**src/rtl/cdq_pkg.sv**
```systemverilog
`default_nettype none

package cdq_pkg;

  // Field widths fixed by the item format.
  localparam int KIND_W  = 3;
  localparam int WORD_W  = 32;
  localparam int CAPW    = 5;
  localparam int COUNT_W = 5;

  // Default number of cells in the chain.
  localparam int DEPTH_DEFAULT = 16;

  // Capacity after reset, before clamping to the chain length.
  localparam int CAP_RESET = 16;

  // Configuration register indexes.
  localparam int REG_CAPACITY = 0;

  typedef enum logic [KIND_W-1:0] {
    KIND_PUSH_FRONT = 3'd0,
    KIND_PUSH_BACK  = 3'd1,
    KIND_POP_FRONT  = 3'd2,
    KIND_POP_BACK   = 3'd3,
    KIND_QUERY      = 3'd4
  } kind_t;

  typedef struct packed {
    logic [KIND_W-1:0]        kind;
    logic signed [WORD_W-1:0] value;
  } in_item_t;

  typedef struct packed {
    logic                     accepted;
    logic signed [WORD_W-1:0] front_value;
    logic signed [WORD_W-1:0] rear_value;
    logic                     is_empty;
    logic                     is_full;
    logic [COUNT_W-1:0]       entry_count;
  } out_item_t;

  // Per-cycle command broadcast to every cell of the chain.
  typedef struct packed {
    logic              shift_in;   // push at the front: every entry moves one cell back
    logic              shift_out;  // pop at the front: every entry moves one cell forward
    logic              append;     // push at the back: the first free cell loads the word
    logic [WORD_W-1:0] value;
  } cell_ctl_t;

endpackage

`default_nettype wire

```
**src/rtl/cdq_cell.sv**
```systemverilog
`default_nettype none

module cdq_cell #(
  parameter int IDX = 0,
  parameter int CW  = 5
) (
  input  wire                         clk,
  input  wire cdq_pkg::cell_ctl_t     ctl,
  input  wire [CW-1:0]                count,
  input  wire [cdq_pkg::WORD_W-1:0]   left_data,
  input  wire [cdq_pkg::WORD_W-1:0]   right_data,
  output logic [cdq_pkg::WORD_W-1:0]  data
);
  import cdq_pkg::*;

  logic [WORD_W-1:0] data_r;
  logic [WORD_W-1:0] data_nxt;

  // The cell takes its front neighbor's entry on a front push, its back
  // neighbor's entry on a front pop, and the pushed word when it is the first
  // free cell on a back push. Otherwise it keeps its entry.
  always_comb begin
    data_nxt = data_r;
    priority if (ctl.shift_in) begin
      data_nxt = left_data;
    end else if (ctl.shift_out) begin
      data_nxt = right_data;
    end else if (ctl.append && (count == CW'(IDX))) begin
      data_nxt = ctl.value;
    end else begin
      data_nxt = data_r;
    end
  end

  always_ff @(posedge clk) begin
    data_r <= data_nxt;
  end

  assign data = data_r;

endmodule

`default_nettype wire

```
**src/rtl/circular_deque_buffer.sv**
```systemverilog
// Double-ended queue of signed 32-bit words.
//
// Input channel (in_valid, in_ready, in_item): each item carries an operation
// kind and a word. Kinds are push front, push back, pop front, pop back and
// query. A push on a full queue or a pop on an empty one is refused and leaves
// the contents alone; unknown kinds are refused the same way.
// Result channel (out_valid, out_ready, out_item): exactly one result item per
// input item, in order, holding the success flag plus the front value, rear
// value, empty flag, full flag and entry count after the operation. Front and
// rear read as -1 when the queue is empty.
// The result is valid in the cycle after its item is accepted. Throughput is
// one item per cycle; every operation is one step of the cell chain, and the
// next item is taken in the same cycle that the pending result is taken.
// While the receiver stalls, the result register holds and in_ready stays
// low until the result leaves.
// The APB port holds the capacity register at address 0 (1..16, clamped to the
// chain length). Writing it empties the queue. After reset the queue is empty
// and the capacity is 16 or the chain length if that is smaller.
`default_nettype none

module circular_deque_buffer #(
  parameter int DEPTH = cdq_pkg::DEPTH_DEFAULT
) (
  input  wire                  clk,
  input  wire                  rst_n,
  input  wire                  in_valid,
  output logic                 in_ready,
  input  wire cdq_pkg::in_item_t  in_item,
  output logic                 out_valid,
  input  wire                  out_ready,
  output cdq_pkg::out_item_t   out_item,
  input  wire                  cfg_psel,
  input  wire                  cfg_penable,
  input  wire                  cfg_pwrite,
  input  wire [2:0]            cfg_paddr,
  input  wire [31:0]           cfg_pwdata,
  output logic [31:0]          cfg_prdata,
  output logic                 cfg_pready
);
  import cdq_pkg::*;

  // Count must hold the chain length itself; cell indexes only reach DEPTH-1.
  localparam int CW   = $clog2(DEPTH + 1);
  localparam int IW   = $clog2(DEPTH);
  localparam int CMPW = (CW > CAPW) ? CW : CAPW;
  localparam int CAP_RST = (DEPTH < CAP_RESET) ? DEPTH : CAP_RESET;

  // ---------------------------------------------------------------------
  // Configuration port. The register index is the word address.
  // ---------------------------------------------------------------------
  logic            cfg_wr;
  logic [CAPW-1:0] cap_r;
  logic [CAPW-1:0] cap_raw;
  logic [CAPW-1:0] cap_clamped;

  assign cfg_pready = 1'b1;
  assign cfg_wr = cfg_psel && cfg_penable && cfg_pwrite
                  && (cfg_paddr[2] == 1'(REG_CAPACITY));

  // A written zero means one slot, and anything past the chain means all of it.
  assign cap_raw = cfg_pwdata[CAPW-1:0];
  always_comb begin
    priority if (cap_raw == '0) begin
      cap_clamped = CAPW'(1);
    end else if (CMPW'(cap_raw) > CMPW'(DEPTH)) begin
      cap_clamped = CAPW'(DEPTH);
    end else begin
      cap_clamped = cap_raw;
    end
  end

  always_comb begin
    cfg_prdata = '0;
    if (cfg_paddr[2] == 1'(REG_CAPACITY)) begin
      cfg_prdata = 32'(cap_r);
    end
  end

  // ---------------------------------------------------------------------
  // Queue state. The front entry always sits in cell 0 and entries fill the
  // cells in order, so the rear entry is in cell count-1. The rear value is
  // also kept in its own register so only a back pop has to look it up.
  // ---------------------------------------------------------------------
  logic [CW-1:0]     count_r, count_nxt;
  logic [WORD_W-1:0] rear_r, rear_nxt;
  logic              accepted_r, accepted_nxt;
  logic              out_valid_r;
  logic [WORD_W-1:0] cell_q [DEPTH];
  cell_ctl_t         ctl;
  logic              take;
  logic              full, empty;

  assign in_ready = !out_valid_r || out_ready;
  assign take     = in_valid && in_ready;

  assign full  = (CMPW'(count_r) >= CMPW'(cap_r));
  assign empty = (count_r == '0);

  always_comb begin
    ctl          = '0;
    ctl.value    = in_item.value;
    count_nxt    = count_r;
    rear_nxt     = rear_r;
    accepted_nxt = 1'b0;
    unique case (in_item.kind)
      KIND_PUSH_FRONT: begin
        if (!full) begin
          ctl.shift_in = 1'b1;
          count_nxt    = count_r + CW'(1);
          accepted_nxt = 1'b1;
          // Into an empty queue the new word is also the rear.
          if (empty) begin
            rear_nxt = in_item.value;
          end
        end
      end
      KIND_PUSH_BACK: begin
        if (!full) begin
          ctl.append   = 1'b1;
          count_nxt    = count_r + CW'(1);
          rear_nxt     = in_item.value;
          accepted_nxt = 1'b1;
        end
      end
      KIND_POP_FRONT: begin
        if (!empty) begin
          ctl.shift_out = 1'b1;
          count_nxt     = count_r - CW'(1);
          accepted_nxt  = 1'b1;
        end
      end
      KIND_POP_BACK: begin
        if (!empty) begin
          count_nxt    = count_r - CW'(1);
          accepted_nxt = 1'b1;
          // The entry in front of the old rear becomes the new rear.
          if (count_r > CW'(1)) begin
            rear_nxt = cell_q[IW'(count_r - CW'(2))];
          end
        end
      end
      KIND_QUERY: begin
        accepted_nxt = 1'b1;
      end
      default: begin
        accepted_nxt = 1'b0;
      end
    endcase
    if (!take) begin
      ctl.shift_in  = 1'b0;
      ctl.shift_out = 1'b0;
      ctl.append    = 1'b0;
    end
  end

  // The cell chain. Each cell sees its two neighbors; cell 0 takes the pushed
  // word on a front push and the last cell keeps its own entry on a front pop.
  for (genvar i = 0; i < DEPTH; i++) begin : g_cell
    logic [WORD_W-1:0] left_d;
    logic [WORD_W-1:0] right_d;
    if (i == 0) begin : g_first
      assign left_d = in_item.value;
    end else begin : g_mid
      assign left_d = cell_q[i-1];
    end
    if (i == DEPTH - 1) begin : g_last
      assign right_d = cell_q[i];
    end else begin : g_inner
      assign right_d = cell_q[i+1];
    end
    cdq_cell #(
      .IDX (i),
      .CW  (CW)
    ) u_cell (
      .clk        (clk),
      .ctl        (ctl),
      .count      (count_r),
      .left_data  (left_d),
      .right_data (right_d),
      .data       (cell_q[i])
    );
  end

  always_ff @(posedge clk) begin
    if (!rst_n) begin
      count_r     <= '0;
      cap_r       <= CAPW'(CAP_RST);
      out_valid_r <= 1'b0;
      accepted_r  <= 1'b0;
    end else begin
      if (cfg_wr) begin
        cap_r   <= cap_clamped;
        count_r <= '0;
      end else if (take) begin
        count_r <= count_nxt;
      end
      if (take) begin
        out_valid_r <= 1'b1;
        accepted_r  <= accepted_nxt;
      end else if (out_ready) begin
        out_valid_r <= 1'b0;
      end
    end
  end

  // The rear register is payload and needs no reset.
  always_ff @(posedge clk) begin
    if (take) begin
      rear_r <= rear_nxt;
    end
  end

  // The result is read straight from the state registers. No item moves them
  // while a result waits, since none is taken until it leaves; a capacity write can.
  assign out_valid            = out_valid_r;
  assign out_item.accepted    = accepted_r;
  assign out_item.is_empty    = empty;
  assign out_item.is_full     = full;
  assign out_item.entry_count = COUNT_W'(count_r);
  assign out_item.front_value = empty ? '1 : cell_q[0];
  assign out_item.rear_value  = empty ? '1 : rear_r;

  // ---------------------------------------------------------------------
  // Assertions.
  // ---------------------------------------------------------------------
  a_count_le_cap : assert property (@(posedge clk) disable iff (!rst_n)
    CMPW'(count_r) <= CMPW'(cap_r))
    else $error("entry count exceeds capacity");

  a_cfg_clears : assert property (@(posedge clk) disable iff (!rst_n)
    cfg_wr |=> (count_r == '0))
    else $error("capacity write did not empty the queue");

  a_push_front_shows : assert property (@(posedge clk) disable iff (!rst_n)
    (take && (in_item.kind == KIND_PUSH_FRONT) && !full)
      |=> (out_item.front_value == $past(in_item.value)) && out_item.accepted)
    else $error("front push not visible at the front");

  a_push_back_shows : assert property (@(posedge clk) disable iff (!rst_n)
    (take && (in_item.kind == KIND_PUSH_BACK) && !full)
      |=> (out_item.rear_value == $past(in_item.value)) && out_item.accepted)
    else $error("back push not visible at the rear");

endmodule

`default_nettype wire

```
**config.mk**
```make
export PLATFORM = sky130hd
export DESIGN_NAME = circular_deque_buffer
export DESIGN_NICKNAME = d
export VERILOG_FILES = /design/src/rtl/cdq_pkg.sv /design/src/rtl/cdq_cell.sv /design/src/rtl/circular_deque_buffer.sv
export SDC_FILE = /design/constraint.sdc
export NUM_CORES = 1
export LEC_CHECK = 0
export ABC_AREA = 0
export ABC_CLOCK_PERIOD_IN_PS = 6600
export BUFFER_PORTS_ARGS = -buffer_cell sky130_fd_sc_hd__clkbuf_2
export CAP_MARGIN = 20
export CORE_UTILIZATION = 52
export CTS_CLUSTER_DIAMETER = 50
export DETAILED_ROUTE_END_ITERATION = 8
export GPL_ROUTABILITY_DRIVEN = 0
export PLACE_DENSITY_LB_ADDON = 0.15
export SLEW_MARGIN = 40
export SYNTH_ARGS = -nofsm -noshare
export SYNTH_HDL_FRONTEND = slang
export SYNTH_SLANG_ARGS = --single-unit
```
**constraint.sdc**
```tcl
create_clock -name clk -period 6.6 [get_ports clk]
set_input_delay 0.99 -clock clk [delete_from_list [all_inputs] [get_ports clk]]
set_output_delay 0.99 -clock clk [all_outputs]
set_load 0.03 [all_outputs]
```
---- Yosys cells after proc, flatten, opt, wreduce, memory -nomap -nowiden ----
Index checks and enable logic that the tools add are counted.
word-level totals
  memory bits (writable) .................. 0
  output and inout bits ................... 107
  bits in latches ......................... 0
  memories kept ........................... 0
  logic and storage cells ................. 182
  memory bits (read-only) ................. 0
  register bits after elaboration ......... 556
  input port bits ......................... 77
cells by class
  shift-type cells ........................ 0
  reductions and logical operators ........ 50
  divide/modulo/power cells ............... 0
  bitwise operators ....................... 3
  $lt $le $gt $ge ......................... 4
  add/sub/neg operators ................... 3
  equality and inequality tests ........... 27
  multiplexer cells ....................... 74
  $mul .................................... 0
operators with widths
  cell                   number
  $mux W32               57
  $bmux W32 S4           1
  $pmux W32 S3           1
  $reduce_bool A3 Y1     16
  $eq A5 B4 Y1 const B   8
  $mux W5                5
  $eq A5 B3 Y1 const B   4
  $logic_and A1 B1 Y1    20
  $ne A2 B2 Y1 const B   7
  $eq A5 B2 Y1 const B   2
  $logic_not A5 Y1       2
  $pmux W5 S2            1
  $mux W1                7
  $reduce_and A7 Y1      1
  $eq A3 B2 Y1 const B   2
  $reduce_bool A2 Y1     3
  $reduce_or A2 Y1       3
  $add A5 B1 Y5 const B  1
  $eq A5 B1 Y1 const B   1
  $ge A5 B5 Y1           1
  $ge A5 B5 Y1 const B   1
  $gt A5 B1 Y1 const B   1
  $gt A5 B5 Y1 const B   1
  $not A4 Y5             1
  other kinds (13)       14

---- Depth between registers and ports, before layout ----
  depth after elaboration ................. 8
  depth in mapped cells ................... 12
  mapped depth without buffers ............ 7

---- Hierarchy ----
Synthesis repeated with hierarchy kept, for this count alone.
unflattened totals
  cell total of the unflattened synthesis .. 2805
  area total of the unflattened synthesis .. 33492.1 µm²
by module, submodules not included
  module                            times used  area each (µm²)  cells an instance  sequential area each (µm²)
  cdq_cell (g_cell[10].u_cell ...)  4           1690.4           142                960.9
  cdq_cell (g_cell[1].u_cell ...)   4           1689.1           142                960.9
  circular_deque_buffer             1           6475.0           535                1201.2
  cdq_cell (g_cell[11].u_cell ...)  3           1686.6           141                960.9
  cdq_cell (g_cell[13].u_cell ...)  2           1690.4           143                960.9
  cdq_cell (g_cell[0].u_cell ...)   2           1686.6           142                960.9
  cdq_cell (g_cell[3].u_cell)       1           1685.4           141                960.9

---- Least setup slack after synthesis ----
No wires, ideal clock.
  path type ............................... flip-flop to flip-flop
  from .................................... reg count_r[0]
  to ...................................... reg g_cell[10].u_cell.data_r[0], enable pin
  required time ........................... 6134 ps
  buffers on the path ..................... 3
  arrival time ............................ 5122 ps
  slack ................................... 1012 ps
  setup time .............................. 466 ps
  stages on the path, launching flop included .. 10
  period minus slack after synthesis ...... 5588 ps
  path through ............................ dfxtp_1 > clkbuf_1 > inv_2 > buf_1 > ha_1 > nand2b_1 > a211o_1 > a211o_1 > clkbuf_1 > o21ai_0
between the ends
  word-level cells in the longest chain between the ends .. 6
  elaborated cells on any way between the ends .. 11
  those cells by class .................... order compare: 1; eq/ne: 1; mux: 6; reduce/logical: 3
ends and longest elaborated chain
  element                                  line                                                        source
  start: declaration                       circular_deque_buffer.sv:84                                 logic [CW-1:0] count_r, count_nxt;
  start signal: assignment                 circular_deque_buffer.sv:195                                count_r <= count_nxt;
  $ge A5 B5 Y1                             circular_deque_buffer.sv:96                                 assign full = (CMPW'(count_r) >= CMPW'(cap_r));
  $mux W1                                  circular_deque_buffer.sv:107, circular_deque_buffer.sv:118
  $mux W1                                  circular_deque_buffer.sv:105                                unique case (in_item.kind)
  $mux W3                                  circular_deque_buffer.sv:149                                if (!take) begin
  $logic_and A1 B1 Y1                      cdq_cell.sv:28                                              end else if (ctl.append && (count == CW'(IDX))) begin
  $reduce_bool A3 Y1 (no source line) (*)  --
  end signal: assignment                   cdq_cell.sv:36                                              data_r <= data_nxt;
  end: declaration                         cdq_cell.sv:16                                              logic [WORD_W-1:0] data_r;
Every way passes the cells marked *; elsewhere a longest branch is shown, timed or not.
A chain may end at the register's enable or synchronous reset.

==> impl_results.md <==
* Psw at 0.00221 W
* Fill cells at 4121
* Final core utilization at 0.594
* Clk sinks at 556
* Synthesis-to-finish area growth at 12.5%
* Cts bufs inserted at 67
* Gate power share at 0.122
* Post-Syn Area at 28500 sq um
* Post-synthesis sequential area ratio at 0.581
* Latest clock arrival within the worst-skew pair at 0.59 ns
* Syn_area_per_cell at 15.2 sq um
* Port Buffers at 126
* Post-CTS Setup Inserts at 0
* Initial DRT Pass Iterations at 6
* TritonCTS clock tree: built
* # Max-Cap Violations at 0
* Compound-Gate Fraction of Synth Area at 0.180
* CP Max Fanout at 36
* Worst endpoint required time at 5.61 ns
* DRT iter0 DRCs at 2988
* RSZ-0062 raised after global routing: false
* Xor and xnor area share after synthesis at 0.000614
* Total global routing overflow at 0
* Clock tree buffer depth at 3
* Switch share at 0.255
* Root buffer cell: clkbuf_16
* Crit path arrival time at 3.41 ns
* Final Hold Viols at 0
* Post-CTS sizing at 0
* Share of layout cells above drive strength 1 at 0.254
* Die W at 236 um
* Setup Skew at 0.0120 ns
* Starting Density at 0.528
* Core area at 54000 sq um
* Worst Tran Pin Value at 0.916 ns
* CP Class: reg2out
* Via count at 19500
* Synth async-reset ratio at 0
* First-pass GRT wire length at 119000 um
* Post-synthesis adder-cell area fraction at 0.00570
* Post-route antenna net violation count at 0
* Leak at 10.8 nW
* Min-delay worst type: reg2reg
* Synth warn at 0
* Ys flop type: edfxtp_1
* Chip height at 236 um
* Mean number of vias per cell at 7.34
* All-Layer GR Usage at 0.283
* Slew headroom at 0.387
* Die area at 55800 sq um
* Final slew viol count at 0
* Simple-gate share of the synthesized area at 0.0539
* Largest net degree at the start of global routing at 155
* Post-synth cell types at 44
* Hpwl dp at 43400 um
* Sequential Power Share at 0.475
* Max VDD drop at 0.000198 V
* Number of synthesized flops with an enable pin at 544
* Htree depth at 3
* Crit path capture type: output pin
* DRC Markers at 0
* Synth Instances at 1872
* Vias in the first global route at 18500
* Worst-path clk slew at 0.05 ns
* Clk pwr share at 0.403
* Wirelength per Cell at 29.8 um
* CP Launch Type: flip-flop
* Total Wirelength at 79400 um
* # nets final at 2003
* Pwr Density at 270 nW/um^2
* Internal power at 0.00645 W
* Main combinational cell family by area after synthesis: compound AO/OA/AOI/OAI gates
* Final setup vio count at 0
* FMAX at 227 MHz
* Antenna violations before repair at 1
* Fin crit share at 0.667
* Flop and latch count out of synthesis at 556
* Total Neg Setup Slack at 0 ns
* Num rows at 85
* I/O Pins at 184
* Status: complete, no violations
* Mux contribution to synthesized area at 0.136
* Minimum clock period at 4.40 ns
* CTS Hold Bufs at 0
registers in the layout, indices dropped and copies added (netlist names):
name	count
out_valid	1
rear_r	32
cap_r	5
g_cell.u_cell.data	512
accepted_r	1
count_r	5
metrics by stage:
step | hold WS [ns] | std cells | cell area, sq um | total power (W) | setup slack (ns)
after detailed placement | 0.466 | 2539 | 29900 | 0.00522 | 2.24
final | 0.472 | 2660 | 32100 | 0.00866 | 2.20
after global placement | 0.477 | 2532 | 29700 | 0.00519 | 1.95
after global routing | 0.519 | 2660 | 32100 | 0.00894 | 2.08
after CTS | 0.473 | 2658 | 31900 | 0.00870 | 2.14
after floorplan | 0.435 | 1898 | 28600 | 0.00491 | 1.01
layer usage:
layer  vias to the layer above  GRT usage  routed length, um
met4                         0     0.0876               2030
met1                     10000      0.403              32200
met3                       135     0.0497               7260
met5                         -          0                  0
met2                      1197      0.445              37900
li1                       8145          -                  -
area by class of cell:
type / count / area, sq um / area share
Sequential cell: 556 / 16600 / 0.517
Multi-Input combinational cell: 1088 / 11200 / 0.350
Clock buffer: 81 / 1750 / 0.0545
Timing Repair Buffer: 184 / 1280 / 0.0398
Tap cell: 696 / 871 / 0.0271
Clock inverter: 38 / 300 / 0.00936
Inverter: 16 / 60.1 / 0.00187
Antenna cell: 1 / 2.50 / 0.0000780
placed cells by master, fill, tap and decap left out, types with 32 or more instances in the layout:
cell       instances
nand2b_1          66
buf_4             37
clkbuf_2         126
edfxtp_1         544
a221o_1          448
mux4_2           128
clkbuf_16         68
mux2i_1           65
nand2_1          141
mux2_2            32
worst max-delay path: stages (launching register included):
cell and delay [ns]:
dfxtp_4 0.50, inv_2 0.13, buf_6 0.60, ha_1 0.34, nand2b_1 0.15, a211o_1 0.36
a21boi_0 0.43, inv_1 0.09, clkbuf_2 0.20
synth_stat cells, drive strengths merged, types with 2 or more instances:
cell    instances  area share
edfxtp        544        0.57
mux2i          65       0.023
buf           155       0.029
nand2         142       0.019
or3             3     0.00066
ha             13      0.0057
nor3            7      0.0014
inv            16      0.0021
o221ai         31      0.0095
mux4          128        0.10
nand3           3     0.00053
o31ai           2     0.00053
o21ai          22      0.0039
a211o           2     0.00061
o311ai          2     0.00061
nor2           10      0.0013
a21oi          28      0.0049
a31oi           2     0.00044
a221o         448        0.16
xor2            2     0.00061
or4             3     0.00079
nor3b          33       0.014
dfxtp          12      0.0084
conb            2     0.00026
mux2           32       0.013
clkbuf         83       0.011
and3            3     0.00066
nor2b           3     0.00066
nand2b         66       0.014
power groups by stage:
stage	Sequential (W)	Combinational, W	Clock [W]
finish	0.00411	0.00105	0.00349
global route	0.00412	0.00112	0.00370
CTS	0.00411	0.00104	0.00355
detailed placement	0.00418	0.00104	0
global placement	0.00418	0.00101	0
floorplan	0.00416	0.000754	0
worst paths after layout:
| check | from | endpoint | slack (ns) | depth (start not counted) |
|---|---|---|---|---|
| hold reg to reg | cap_r[0]$_SDFFE_PN0P_ | cap_r[0]$_SDFFE_PN0P_ | 0.47 | 2 |
| hold / removal | cap_r[0]$_SDFFE_PN0P_ | cap_r[0]$_SDFFE_PN0P_ | 0.47 | 2 |
| setup reg to reg | count_r[0]$_SDFFE_PP0P_ | g_cell[8].u_cell.data[25]$_DFFE_PP_ | 2.29 | 9 |
| setup / recovery | count_r[0]$_SDFFE_PP0P_ | out_item[5] | 2.20 | 8 |
cells by family after synthesis:
logic type / after synthesis
xor gates and xnor gates: 2
and+or+nand+nor: 277
AOI/OAI and AO/OA: 543
buffers and inverters: 254
muxes: 225
other: 2
DFF: 556
adders and majority gates: 13
No activity file was read; power rests on OpenSTA's default activity.
